`src/rtl/core/tlv_metadata_validator_defines.svh`:
```
// Assertion macros for the TLV metadata validator.
// Used by the top level; needs clk and arst_n in the including scope.
`ifndef TLV_METADATA_VALIDATOR_DEFINES_SVH
`define TLV_METADATA_VALIDATOR_DEFINES_SVH

// Same-cycle implication, off during reset.
`define TMV_ASSERT_IMPL(lbl, ante, cons, msg) \
	lbl: assert property (@(posedge clk) disable iff (!arst_n) (ante) |-> (cons)) \
		else $error(msg);

// Next-cycle implication, off during reset.
`define TMV_ASSERT_NEXT(lbl, ante, cons, msg) \
	lbl: assert property (@(posedge clk) disable iff (!arst_n) (ante) |=> (cons)) \
		else $error(msg);

`endif

```
`src/rtl/core/tmv_pkg.sv`:
```
// Shared types and constants of the TLV metadata validator.
// No dependencies; imported by every module of the block.
package tmv_pkg;

	localparam logic [15:0] MAX_META_BYTES = 16'd4096;

	// Record types with fixed rules
	localparam logic [15:0] TLV_TYPE_NONE = 16'd0;
	localparam logic [15:0] TLV_TYPE_U32  = 16'd1;
	localparam logic [15:0] TLV_TYPE_U64  = 16'd2;
	localparam logic [15:0] TLV_TYPE_TEXT = 16'd3;
	localparam logic [15:0] TLV_TYPE_NAME = 16'd4;

	localparam logic [31:0] LEN_U32      = 32'd4;
	localparam logic [31:0] LEN_U64      = 32'd8;
	localparam logic [31:0] LEN_TEXT_MAX = 32'd1024;
	localparam logic [31:0] LEN_NAME_MAX = 32'd255;

	// UTF-8 lead byte ranges and code point limits
	localparam logic [7:0]  UTF_LEAD2_MIN = 8'hC2;
	localparam logic [7:0]  UTF_LEAD2_MAX = 8'hDF;
	localparam logic [7:0]  UTF_LEAD3_MIN = 8'hE0;
	localparam logic [7:0]  UTF_LEAD3_MAX = 8'hEF;
	localparam logic [7:0]  UTF_LEAD4_MIN = 8'hF0;
	localparam logic [7:0]  UTF_LEAD4_MAX = 8'hF4;
	localparam logic [20:0] UTF_MIN2      = 21'h80;
	localparam logic [20:0] UTF_MIN3      = 21'h800;
	localparam logic [20:0] UTF_MIN4      = 21'h10000;
	localparam logic [20:0] UTF_SURR_LO   = 21'hD800;
	localparam logic [20:0] UTF_SURR_HI   = 21'hDFFF;
	localparam logic [20:0] UTF_MAX       = 21'h10FFFF;

	typedef enum logic [1:0] {
		PH_HEADER = 2'd0,
		PH_VALUE  = 2'd1,
		PH_PAD    = 2'd2
	} phase_t;

	typedef enum logic [1:0] {
		ST_OK          = 2'd0,
		ST_MALFORMED   = 2'd1,
		ST_UNSUPPORTED = 2'd2
	} status_t;

	typedef struct packed {
		logic [1:0]  pend;
		logic [20:0] code;
		logic [7:0]  lead;
	} utf_state_t;

	typedef struct packed {
		status_t     code;
		logic [15:0] rec_type;
		logic [15:0] val_len;
	} hdr_result_t;

endpackage

```
`src/rtl/core/tmv_utf8_step.sv`:
```
// One-byte step of the UTF-8 decoder for text record values.
// Depends on tmv_pkg.
module tmv_utf8_step
	import tmv_pkg::*;
(
	input  utf_state_t cur,
	input  logic [7:0] data,
	output utf_state_t nxt,
	output logic       err
);

	logic [20:0] code_sh;

	assign code_sh = {cur.code[14:0], data[5:0]};

	always_comb begin
		nxt = cur;
		err = 1'b0;
		if (cur.pend == 2'd0) begin
			if (data == 8'd0) begin
				err = 1'b1;
			end else if (data[7]) begin
				nxt.lead = data;
				if (data inside {[UTF_LEAD2_MIN:UTF_LEAD2_MAX]}) begin
					nxt.code = {16'd0, data[4:0]};
					nxt.pend = 2'd1;
				end else if (data inside {[UTF_LEAD3_MIN:UTF_LEAD3_MAX]}) begin
					nxt.code = {17'd0, data[3:0]};
					nxt.pend = 2'd2;
				end else if (data inside {[UTF_LEAD4_MIN:UTF_LEAD4_MAX]}) begin
					nxt.code = {18'd0, data[2:0]};
					nxt.pend = 2'd3;
				end else begin
					err = 1'b1;
				end
			end
		end else if (data[7:6] != 2'b10) begin
			err = 1'b1;
		end else begin
			nxt.code = code_sh;
			nxt.pend = cur.pend - 2'd1;
			// sequence complete: reject overlongs, surrogates, out of range
			if (cur.pend == 2'd1) begin
				if (code_sh < UTF_MIN2 ||
				    (code_sh < UTF_MIN3 && cur.lead >= UTF_LEAD3_MIN) ||
				    (code_sh < UTF_MIN4 && cur.lead >= UTF_LEAD4_MIN) ||
				    (code_sh >= UTF_SURR_LO && code_sh <= UTF_SURR_HI) ||
				    code_sh > UTF_MAX) begin
					err = 1'b1;
				end
			end
		end
	end

endmodule

```
`src/rtl/core/tmv_hdr_check.sv`:
```
// Record header checks: ordering, flags, length rules and fit in the blob.
// Depends on tmv_pkg.
module tmv_hdr_check
	import tmv_pkg::*;
(
	input  logic [63:0]  hdr,
	input  logic [15:0]  offset,
	input  logic [15:0]  total,
	input  logic [15:0]  prior_type,
	output hdr_result_t  res
);

	logic [15:0] rec_type;
	logic [15:0] flags;
	logic [31:0] length;
	logic [16:0] start;
	logic [15:0] remaining;
	logic [32:0] padded;
	logic        bad_len;

	assign rec_type = hdr[15:0];
	assign flags    = hdr[31:16];
	assign length   = hdr[63:32];
	// offset points at the last header byte; the record began seven earlier
	assign start    = {1'b0, offset} - 17'd7;
	assign remaining = (!start[16] && total > start[15:0]) ? (total - start[15:0]) : 16'd0;
	assign padded   = ({1'b0, length} + 33'd15) & ~33'd7;

	always_comb begin
		case (rec_type)
			TLV_TYPE_U32:  bad_len = (length != LEN_U32);
			TLV_TYPE_U64:  bad_len = (length != LEN_U64);
			TLV_TYPE_TEXT: bad_len = (length == 32'd0) || (length > LEN_TEXT_MAX);
			TLV_TYPE_NAME: bad_len = (length == 32'd0) || (length > LEN_NAME_MAX);
			default:       bad_len = 1'b0;
		endcase
	end

	always_comb begin
		res.rec_type = rec_type;
		res.val_len  = length[15:0];
		if (remaining < 16'd8) begin
			res.code = ST_MALFORMED;
		end else if (rec_type == TLV_TYPE_NONE || rec_type <= prior_type ||
		             flags[15:1] != 15'd0) begin
			res.code = ST_MALFORMED;
		end else if (length > {16'd0, remaining - 16'd8}) begin
			res.code = ST_MALFORMED;
		end else if (bad_len) begin
			res.code = ST_MALFORMED;
		end else if (rec_type > TLV_TYPE_NAME && flags[0]) begin
			res.code = ST_UNSUPPORTED;
		end else if (padded > {17'd0, remaining}) begin
			res.code = ST_MALFORMED;
		end else begin
			res.code = ST_OK;
		end
	end

endmodule

```
`src/rtl/core/tlv_metadata_validator.sv`:
```
// TLV metadata validator, top level. Depends on tmv_pkg, tmv_utf8_step,
// tmv_hdr_check and tlv_metadata_validator_defines.svh.
//
// Input channel (s_*): one blob byte per transaction, s_tlast on the final
// byte; every transaction carries the declared blob length. A transaction
// with a length of zero and s_tlast set stands for an empty blob.
// Output channel (m_*): one status transaction per blob, issued for the
// transaction that carried s_tlast: ok, malformed, or unsupported critical
// record type. Transactions without s_tlast give no output.
// Throughput: one byte per clock. A byte enters an input register, is
// checked against the record state by combinational logic, and a status
// is written to the output register, which drives m_tvalid. The output
// register lets non-final bytes of the next blob flow while a status
// waits; only a final byte holds in the input register while the
// receiver stalls.
// Reset (arst_n low) empties both registers and returns the record state
// to the start of a blob; the state also returns there after each blob.
`include "tlv_metadata_validator_defines.svh"

module tlv_metadata_validator
	import tmv_pkg::*;
(
	input  logic        clk,
	input  logic        arst_n,
	input  logic        s_tvalid,
	output logic        s_tready,
	input  logic [23:0] s_tdata,   // [7:0] data_byte, [23:8] total_length
	input  logic        s_tlast,   // last_byte
	output logic        m_tvalid,
	input  logic        m_tready,
	output logic [7:0]  m_tdata    // [1:0] status, [7:2] zero
);

	// input register
	logic        valid_s1;
	logic [7:0]  byte_s1;
	logic        last_s1;
	logic [15:0] total_s1;

	// record state
	logic [15:0] offset_q;
	phase_t      phase_q;
	logic [15:0] cnt_q;
	logic [63:0] hdr_q;
	logic [15:0] prior_q;
	utf_state_t  utf_q;
	status_t     sticky_q;

	// output register
	logic        out_valid_q;
	status_t     status_q;

	// next state
	logic [15:0] offset_n;
	phase_t      phase_n;
	logic [15:0] cnt_n;
	logic [63:0] hdr_n;
	logic [15:0] prior_n;
	utf_state_t  utf_n;
	status_t     sticky_n;
	status_t     status_c;

	logic [63:0] hdr_cat;
	hdr_result_t hdr_res;
	utf_state_t  utf_step;
	logic        utf_err;
	logic        is_text;
	logic        out_free;
	logic        adv_s1;

	// Handshake: a final byte may leave the input register only when the
	// output register is free or being emptied; other bytes always advance.
	assign out_free = !out_valid_q || m_tready;
	assign adv_s1   = valid_s1 && (!last_s1 || out_free);
	assign s_tready = !valid_s1 || adv_s1;
	assign m_tvalid = out_valid_q;
	assign m_tdata  = {6'd0, status_q};

	// Merge the incoming byte into its header lane
	always_comb begin
		for (int i = 0; i < 8; i++) begin
			hdr_cat[8*i +: 8] = hdr_q[8*i +: 8] |
				((cnt_q[2:0] == 3'(i)) ? byte_s1 : 8'd0);
		end
	end

	tmv_hdr_check u_hdr_check (
		.hdr        (hdr_cat),
		.offset     (offset_q),
		.total      (total_s1),
		.prior_type (prior_q),
		.res        (hdr_res)
	);

	tmv_utf8_step u_utf8_step (
		.cur  (utf_q),
		.data (byte_s1),
		.nxt  (utf_step),
		.err  (utf_err)
	);

	assign is_text = (hdr_q[15:0] == TLV_TYPE_TEXT) || (hdr_q[15:0] == TLV_TYPE_NAME);

	// Next record state for the byte in the input register
	always_comb begin
		logic [15:0] cnt_dec;
		logic [2:0]  pad;

		offset_n = offset_q;
		phase_n  = phase_q;
		cnt_n    = cnt_q;
		hdr_n    = hdr_q;
		prior_n  = prior_q;
		utf_n    = utf_q;
		sticky_n = sticky_q;
		cnt_dec  = (cnt_q != 16'd0) ? (cnt_q - 16'd1) : 16'd0;
		pad      = 3'd0 - hdr_q[34:32];

		if (offset_q < total_s1) begin
			offset_n = offset_q + 16'd1;
			// once an error is kept, only the offset moves
			if (sticky_q == ST_OK) begin
				case (phase_q)
					PH_HEADER: begin
						hdr_n = hdr_cat;
						cnt_n = cnt_q + 16'd1;
						if (cnt_q[2:0] == 3'd7) begin
							if (hdr_res.code != ST_OK) begin
								sticky_n = hdr_res.code;
							end else begin
								prior_n = hdr_res.rec_type;
								utf_n   = '0;
								if (hdr_res.val_len != 16'd0) begin
									phase_n = PH_VALUE;
									cnt_n   = hdr_res.val_len;
								end else begin
									phase_n = PH_HEADER;
									cnt_n   = 16'd0;
									hdr_n   = '0;
								end
							end
						end
					end
					PH_VALUE: begin
						if (is_text && utf_err) begin
							sticky_n = ST_MALFORMED;
						end else begin
							if (is_text) begin
								utf_n = utf_step;
							end
							cnt_n = cnt_dec;
							if (cnt_dec == 16'd0) begin
								if (is_text && utf_step.pend != 2'd0) begin
									sticky_n = ST_MALFORMED;
								end else if (pad != 3'd0) begin
									phase_n = PH_PAD;
									cnt_n   = {13'd0, pad};
								end else begin
									phase_n = PH_HEADER;
									cnt_n   = 16'd0;
									hdr_n   = '0;
								end
							end
						end
					end
					default: begin
						// padding: zeros only
						if (byte_s1 != 8'd0) begin
							sticky_n = ST_MALFORMED;
						end else begin
							cnt_n = cnt_dec;
							if (cnt_dec == 16'd0) begin
								phase_n = PH_HEADER;
								cnt_n   = 16'd0;
								hdr_n   = '0;
							end
						end
					end
				endcase
			end
		end
	end

	// Blob status for a final byte
	always_comb begin
		if (total_s1 > MAX_META_BYTES) begin
			status_c = ST_MALFORMED;
		end else if (sticky_n != ST_OK) begin
			status_c = sticky_n;
		end else if (offset_n < total_s1) begin
			status_c = ST_MALFORMED;
		end else if (phase_n != PH_HEADER || cnt_n != 16'd0) begin
			status_c = ST_MALFORMED;
		end else begin
			status_c = ST_OK;
		end
	end

	// Input register
	always_ff @(posedge clk or negedge arst_n) begin
		if (!arst_n) begin
			valid_s1 <= 1'b0;
		end else if (s_tready) begin
			valid_s1 <= s_tvalid;
		end
	end

	always_ff @(posedge clk) begin
		if (s_tvalid && s_tready) begin
			byte_s1  <= s_tdata[7:0];
			total_s1 <= s_tdata[23:8];
			last_s1  <= s_tlast;
		end
	end

	// Record state: advance per byte, clear after each blob
	always_ff @(posedge clk or negedge arst_n) begin
		if (!arst_n) begin
			offset_q <= '0;
			phase_q  <= PH_HEADER;
			cnt_q    <= '0;
			hdr_q    <= '0;
			prior_q  <= '0;
			utf_q    <= '0;
			sticky_q <= ST_OK;
		end else if (adv_s1) begin
			if (last_s1) begin
				offset_q <= '0;
				phase_q  <= PH_HEADER;
				cnt_q    <= '0;
				hdr_q    <= '0;
				prior_q  <= '0;
				utf_q    <= '0;
				sticky_q <= ST_OK;
			end else begin
				offset_q <= offset_n;
				phase_q  <= phase_n;
				cnt_q    <= cnt_n;
				hdr_q    <= hdr_n;
				prior_q  <= prior_n;
				utf_q    <= utf_n;
				sticky_q <= sticky_n;
			end
		end
	end

	// Output register
	always_ff @(posedge clk or negedge arst_n) begin
		if (!arst_n) begin
			out_valid_q <= 1'b0;
		end else if (adv_s1 && last_s1) begin
			out_valid_q <= 1'b1;
		end else if (m_tready) begin
			out_valid_q <= 1'b0;
		end
	end

	always_ff @(posedge clk) begin
		if (adv_s1 && last_s1) begin
			status_q <= status_c;
		end
	end

	`TMV_ASSERT_NEXT(a_blob_end_clears, adv_s1 && last_s1, offset_q == 16'd0 && sticky_q == ST_OK && phase_q == PH_HEADER, "state not cleared after final byte")
	`TMV_ASSERT_IMPL(a_status_from_final, $rose(m_tvalid), $past(adv_s1 && last_s1), "status issued without a final byte")
	`TMV_ASSERT_IMPL(a_pad_count_range, phase_q == PH_PAD && sticky_q == ST_OK, cnt_q != 16'd0 && cnt_q < 16'd8, "padding count out of range")
	`TMV_ASSERT_IMPL(a_utf_only_in_value, utf_q.pend != 2'd0 && sticky_q == ST_OK, phase_q == PH_VALUE, "UTF-8 sequence open outside a value")

endmodule

```
`config.mk`:
```
export PLATFORM = sky130hd
export DESIGN_NAME = tlv_metadata_validator
export DESIGN_NICKNAME = d
export VERILOG_FILES = /design/src/rtl/core/tmv_pkg.sv /design/src/rtl/core/tmv_utf8_step.sv /design/src/rtl/core/tmv_hdr_check.sv /design/src/rtl/core/tlv_metadata_validator.sv
export VERILOG_INCLUDE_DIRS = /design/src /design/src/rtl/core
export SDC_FILE = /design/constraint.sdc
export NUM_CORES = 1
export LEC_CHECK = 0
export CAP_MARGIN = 20
export CORE_MARGIN = 2
export CORE_UTILIZATION = 50
export CTS_BUF_LIST = sky130_fd_sc_hd__clkbuf_8
export DETAILED_ROUTE_END_ITERATION = 7
export DONT_BUFFER_PORTS = 1
export MAX_ROUTING_LAYER = met4
export PLACE_DENSITY_LB_ADDON = 0.3
export SYNTH_ARGS = -nofsm -noshare
export SYNTH_HDL_FRONTEND = slang
export SYNTH_SLANG_ARGS = --single-unit
```
`constraint.sdc`:
```
create_clock -name clk -period 16.9 [get_ports clk]
set_input_delay 0.845 -clock clk [delete_from_list [all_inputs] [get_ports clk]]
set_output_delay 0.845 -clock clk [all_outputs]
set_load 0.1 [all_outputs]
```
==> results_tabular.tex <==
\begin{tabular}{lr}
\hline
Metric & Value \\
\hline
\multicolumn{2}{l}{\textbf{Outcome}} \\
\quad Run status & finished, final reports clean \\
\multicolumn{2}{l}{\textbf{Yosys}} \\
\quad Number of distinct library cell variants in the gate-level netlist after synthesis & $\sim$110 \\
\quad Portion of synthesized cell area occupied by the leading cell type & approximately a quarter \\
\quad List of most frequent post-synthesis cells & a21oi\_1 (169), nand2\_1 (164), nor2\_1 (163) \\
\quad Number of synthesized flops with an enable pin & 27 \\
\quad Sequential area share after synthesis & roughly 31\% \\
\quad Number of synthesized register bits & approximately 170 \\
\quad Yosys top cell by area & dfrtp\_1 \\
\quad Gate count after technology mapping & approximately 1700 \\
\quad Summed instance area of the synthesized netlist & 0.0137 mm² \\
\quad Proportion of synthesized flip-flops having asynchronous set or reset & 83.7\% \\
\quad Mean instance size in the synthesized netlist & between 8 and 9 µm² \\
\quad Main area contributors after synthesis & dfrtp\_1 (25\%), ha\_1 (9.7\%), a21oi\_1 (6.2\%), edfxtp\_1 (5.9\%), nand2\_1 (4.5\%) \\
\quad Cell with the most instances after synthesis & a21oi\_1 \\
\quad Most frequently used flop master after synthesis & dfrtp\_1 \\
\quad Ys Warns & 0 \\
\multicolumn{2}{l}{\textbf{Power and ir drop}} \\
\quad Logic pwr share & about two fifths \\
\quad Int Power & just over 0.0007 W \\
\quad Net switching fraction of the power & around 44\% \\
\quad Net switching component of the power & 0.000559 W \\
\quad Portion of total power attributed to the clock network & between 20\% and 30\% \\
\quad Pwr/cell area & 90.0 mW/mm² \\
\quad Worst-case vdd ir drop & $\sim$0.057 mV \\
\quad Proportion of power drawn by flip-flops and latches & a little over a third \\
\quad Leakage Power & between 6 and 7 nW \\
\multicolumn{2}{l}{\textbf{Floorplanning}} \\
\quad X dimension of the die & 170 µm \\
\quad Effective utilization at floorplan & approximately half \\
\quad Vertical die dimension & 170 µm \\
\quad Ports & 39 \\
\quad Die area & 0.0288 mm² \\
\quad Row Count & 60 \\
\quad Area of the core region & about 0.027 mm² \\
\multicolumn{2}{l}{\textbf{Clocking}} \\
\quad Latest clock arrival within the worst-skew pair & 490 ps \\
\quad H-tree lvl count & 4 \\
\quad Register clock-pin slew on the reported worst setup and hold paths & 130 ps \\
\quad Post-CTS resize count & 0 \\
\quad Post-CTS Setup Repair Bufs & 0 \\
\quad Sinks on Clock Net & 166 \\
\quad CTS hold repair buffers & 0 \\
\quad Maximum clock path buffer count & 2 \\
\quad TritonCTS clock tree & done \\
\quad CTS root buffer & clkbuf\_8 \\
\quad Total CTS buffers & 17 \\
\multicolumn{2}{l}{\textbf{Detailed routing}} \\
\quad DRT iter0 DRCs & 1464 \\
\quad Iteration count of the initial detailed-routing pass & 6 \\
\quad Vias per cell & 6.54 \\
\quad Final routed wire length divided by cell count & 20.6 µm \\
\quad Wire length after detailed routing & roughly 41000 µm \\
\quad DRC viols & 0 \\
\quad Total number of vias & roughly 13000 \\
\quad Count of nets left with antenna violations after detail routing & 0 \\
\multicolumn{2}{l}{\textbf{Timing}} \\
\quad Final hold viol count & 0 \\
\quad Period Utilization, post-route & between 40 and 50\% \\
\quad Achievable Freq & 0.121 GHz \\
\quad Transition time at the pin with the least slew margin & around 940 ps \\
\quad Final worst-path setup slack & 8630 ps \\
\quad Post-route minimum period & 8270 ps \\
\quad Setup violators final & 0 \\
\quad Max-slew headroom & $\sim$37\% \\
\quad Unrepaired setup endpoints after global routing & no \\
\quad Largest clock skew in the final design & 26.3 ps \\
\quad Slew Viols, Final & 0 \\
\quad Setup total negative slack & 0 ps \\
\multicolumn{2}{l}{\textbf{Placement}} \\
\quad Final HPWL from detailed placement & approximately 30000 µm \\
\quad Port-buffer cells & 0 \\
\quad Last weighted congestion value of the routability-driven placer & just under 1 \\
\quad Cell area after placement & 0.0138 mm² \\
\quad Worst slack at placement & just under 9000 ps \\
\multicolumn{2}{l}{\textbf{Worst setup path}} \\
\quad Critical Path AT & around 8600 ps \\
\quad Endpoint class of the critical path & flip-flop \\
\quad Crit path required time & 17240 ps \\
\quad Maximum net fanout on the critical path & 39 \\
\quad Master of the slowest instance on the critical path & a2111oi\_1 \\
\quad Worst R2R End & hdr\_q[60]\$\_DFFE\_PN0P\_ \\
\quad Setup Crit Path Kind & reg -> reg \\
\quad Most used cell along the critical path & ha\_1 \\
\quad Largest stage delay, worst path & 720 ps \\
\quad Depth of the worst register-to-register path & 29 \\
\quad Flop-to-flop setup slack & between 8000 and 9000 ps \\
\quad Element type at the critical path start & flip-flop \\
\quad Worst flop-to-flop path startpoint & offset\_q[0]\$\_DFFE\_PN0P\_ \\
\multicolumn{2}{l}{\textbf{Final layout}} \\
\quad Relative area change from synthesis to final layout & 4.00\% \\
\quad Net count, final & around 1800 \\
\quad Share of the core filled with cells & 52.9\% \\
\quad Ant. Diodes & 0 \\
\quad Finished Cell Area & $\sim$0.014 mm² \\
\quad Share of layout cells above drive strength 1 & just under 7\% \\
\multicolumn{2}{l}{\textbf{Global routing}} \\
\quad Pin count of the biggest net entering global routing & 140 \\
\quad Overall routing resource usage & between 20\% and 30\% \\
\quad Overflow left after global routing & 0 \\
\quad Initial antenna violation count & 0 \\
\quad First-pass GRT wire length & between 60000 and 70000 µm \\
\quad Number of global-route vias before repair & around 12000 \\
\multicolumn{2}{l}{\textbf{Worst hold path}} \\
\quad Type of the most critical hold path & in -> async \\
\multicolumn{2}{l}{\textbf{Flow run}} \\
\quad Number of max-capacitance violations reported & 0 \\
\hline
\end{tabular}
[state kept, by name (all words and copies together) (netlist names), 8 cells and up]
register / cells
byte_s1: 8
cnt_q: 16
hdr_q: 64
offset_q: 16
prior_q: 16
total_s1: 16
utf_q: 21
[stage by stage]
step | hold slack (ps) | cells | total power (W)
floorplan | 442 | 1676 | 0.000826
global placement | 453 | 1941 | 0.000950
detailed placement | 461 | 1941 | 0.000956
CTS | 29.4 | 1973 | 0.00128
global route | 30.0 | 1973 | 0.00135
finish | 48.0 | 1973 | 0.00128
[logic make-up (layout without fill, tap and decap cells)]
| logic type | after synthesis | in the layout | synth area share, % |
|---|---|---|---|
| AOI/OAI and AO/OA | 503 | 503 | 24.2 |
| xor gates and xnor gates | 72 | 72 | 4.60 |
| adders and majority gates | 107 | 107 | 9.82 |
| buffers and inverters | 195 | 151 | 6.34 |
| DFF | 166 | 166 | 31.3 |
| muxes | 10 | 10 | 0.757 |
| other | 1 | 6 | 0.0273 |
| and+or+nand+nor | 617 | 617 | 23.0 |
[worst max path at each step]
stage / startpoint / endpoint / cells after the start
2_1_floorplan: offset_q[0]$_DFFE_PN0P_ / status_q[0]$_SDFFCE_PP1P_ / 30
3_3_place_gp: offset_q[0]$_DFFE_PN0P_ / hdr_q[60]$_DFFE_PN0P_ / 29
3_5_place_dp: offset_q[0]$_DFFE_PN0P_ / hdr_q[60]$_DFFE_PN0P_ / 29
4_1_cts: offset_q[0]$_DFFE_PN0P_ / hdr_q[60]$_DFFE_PN0P_ / 29
5_1_grt: offset_q[0]$_DFFE_PN0P_ / hdr_q[60]$_DFFE_PN0P_ / 29
6_report: offset_q[0]$_DFFE_PN0P_ / hdr_q[60]$_DFFE_PN0P_ / 29
[per-layer routing]
layer | up-vias | wire (µm) | track usage [%]
met2 | 624 | 18200 | 45.1
met4 | 0 | 1350 | 10.5
met5 | - | 0 | -
li1 | 6036 | - | -
met1 | 6134 | 17900 | 40.4
met3 | 113 | 3090 | 4.03
[layout by cell type (no fill, tap or decap), drive strengths merged, types with 26 or more instances in the layout]
cell type and count:
dfrtp 139, a21oi 169, o21ai 96, nor2 164
ha 106, inv 106, a21o 26, nand3 50
nand4 34, nor3 40, nand2 165, nor4 44
xnor2 50, edfxtp 27
[power by group through the flow]
stage | Clock, W | Sequential [W] | Combinational (W)
6_report | 0.000320 | 0.000455 | 0.000509
5_1_grt | 0.000338 | 0.000457 | 0.000558
4_1_cts | 0.000323 | 0.000453 | 0.000498
3_5_place_dp | 0 | 0.000461 | 0.000495
3_3_place_gp | 0 | 0.000461 | 0.000489
2_1_floorplan | 0 | 0.000453 | 0.000373
[worst max-delay path: cells and delay by family (launching register included)]
kind | cells | cell delay [ps]
compound gates | 9 | 2380
xor+xnor | 1 | 90
fa+ha+maj | 4 | 1310
buf+inv | 2 | 560
flops | 1 | 480
simple gates | 13 | 3290
[area by class of cell]
cell class                      instances  area, µm²
Clock buffer                           17        234
Clock inverter                         15        199
Fill cell                            2508      12700
Inverter                               98        368
Multi-Input combinational cell       1315       8590
Sequential cell                       166       4290
Tap cell                              341        427
Timing Repair Buffer                   21        158
Note: power is estimated with default switching activity, not from simulation.
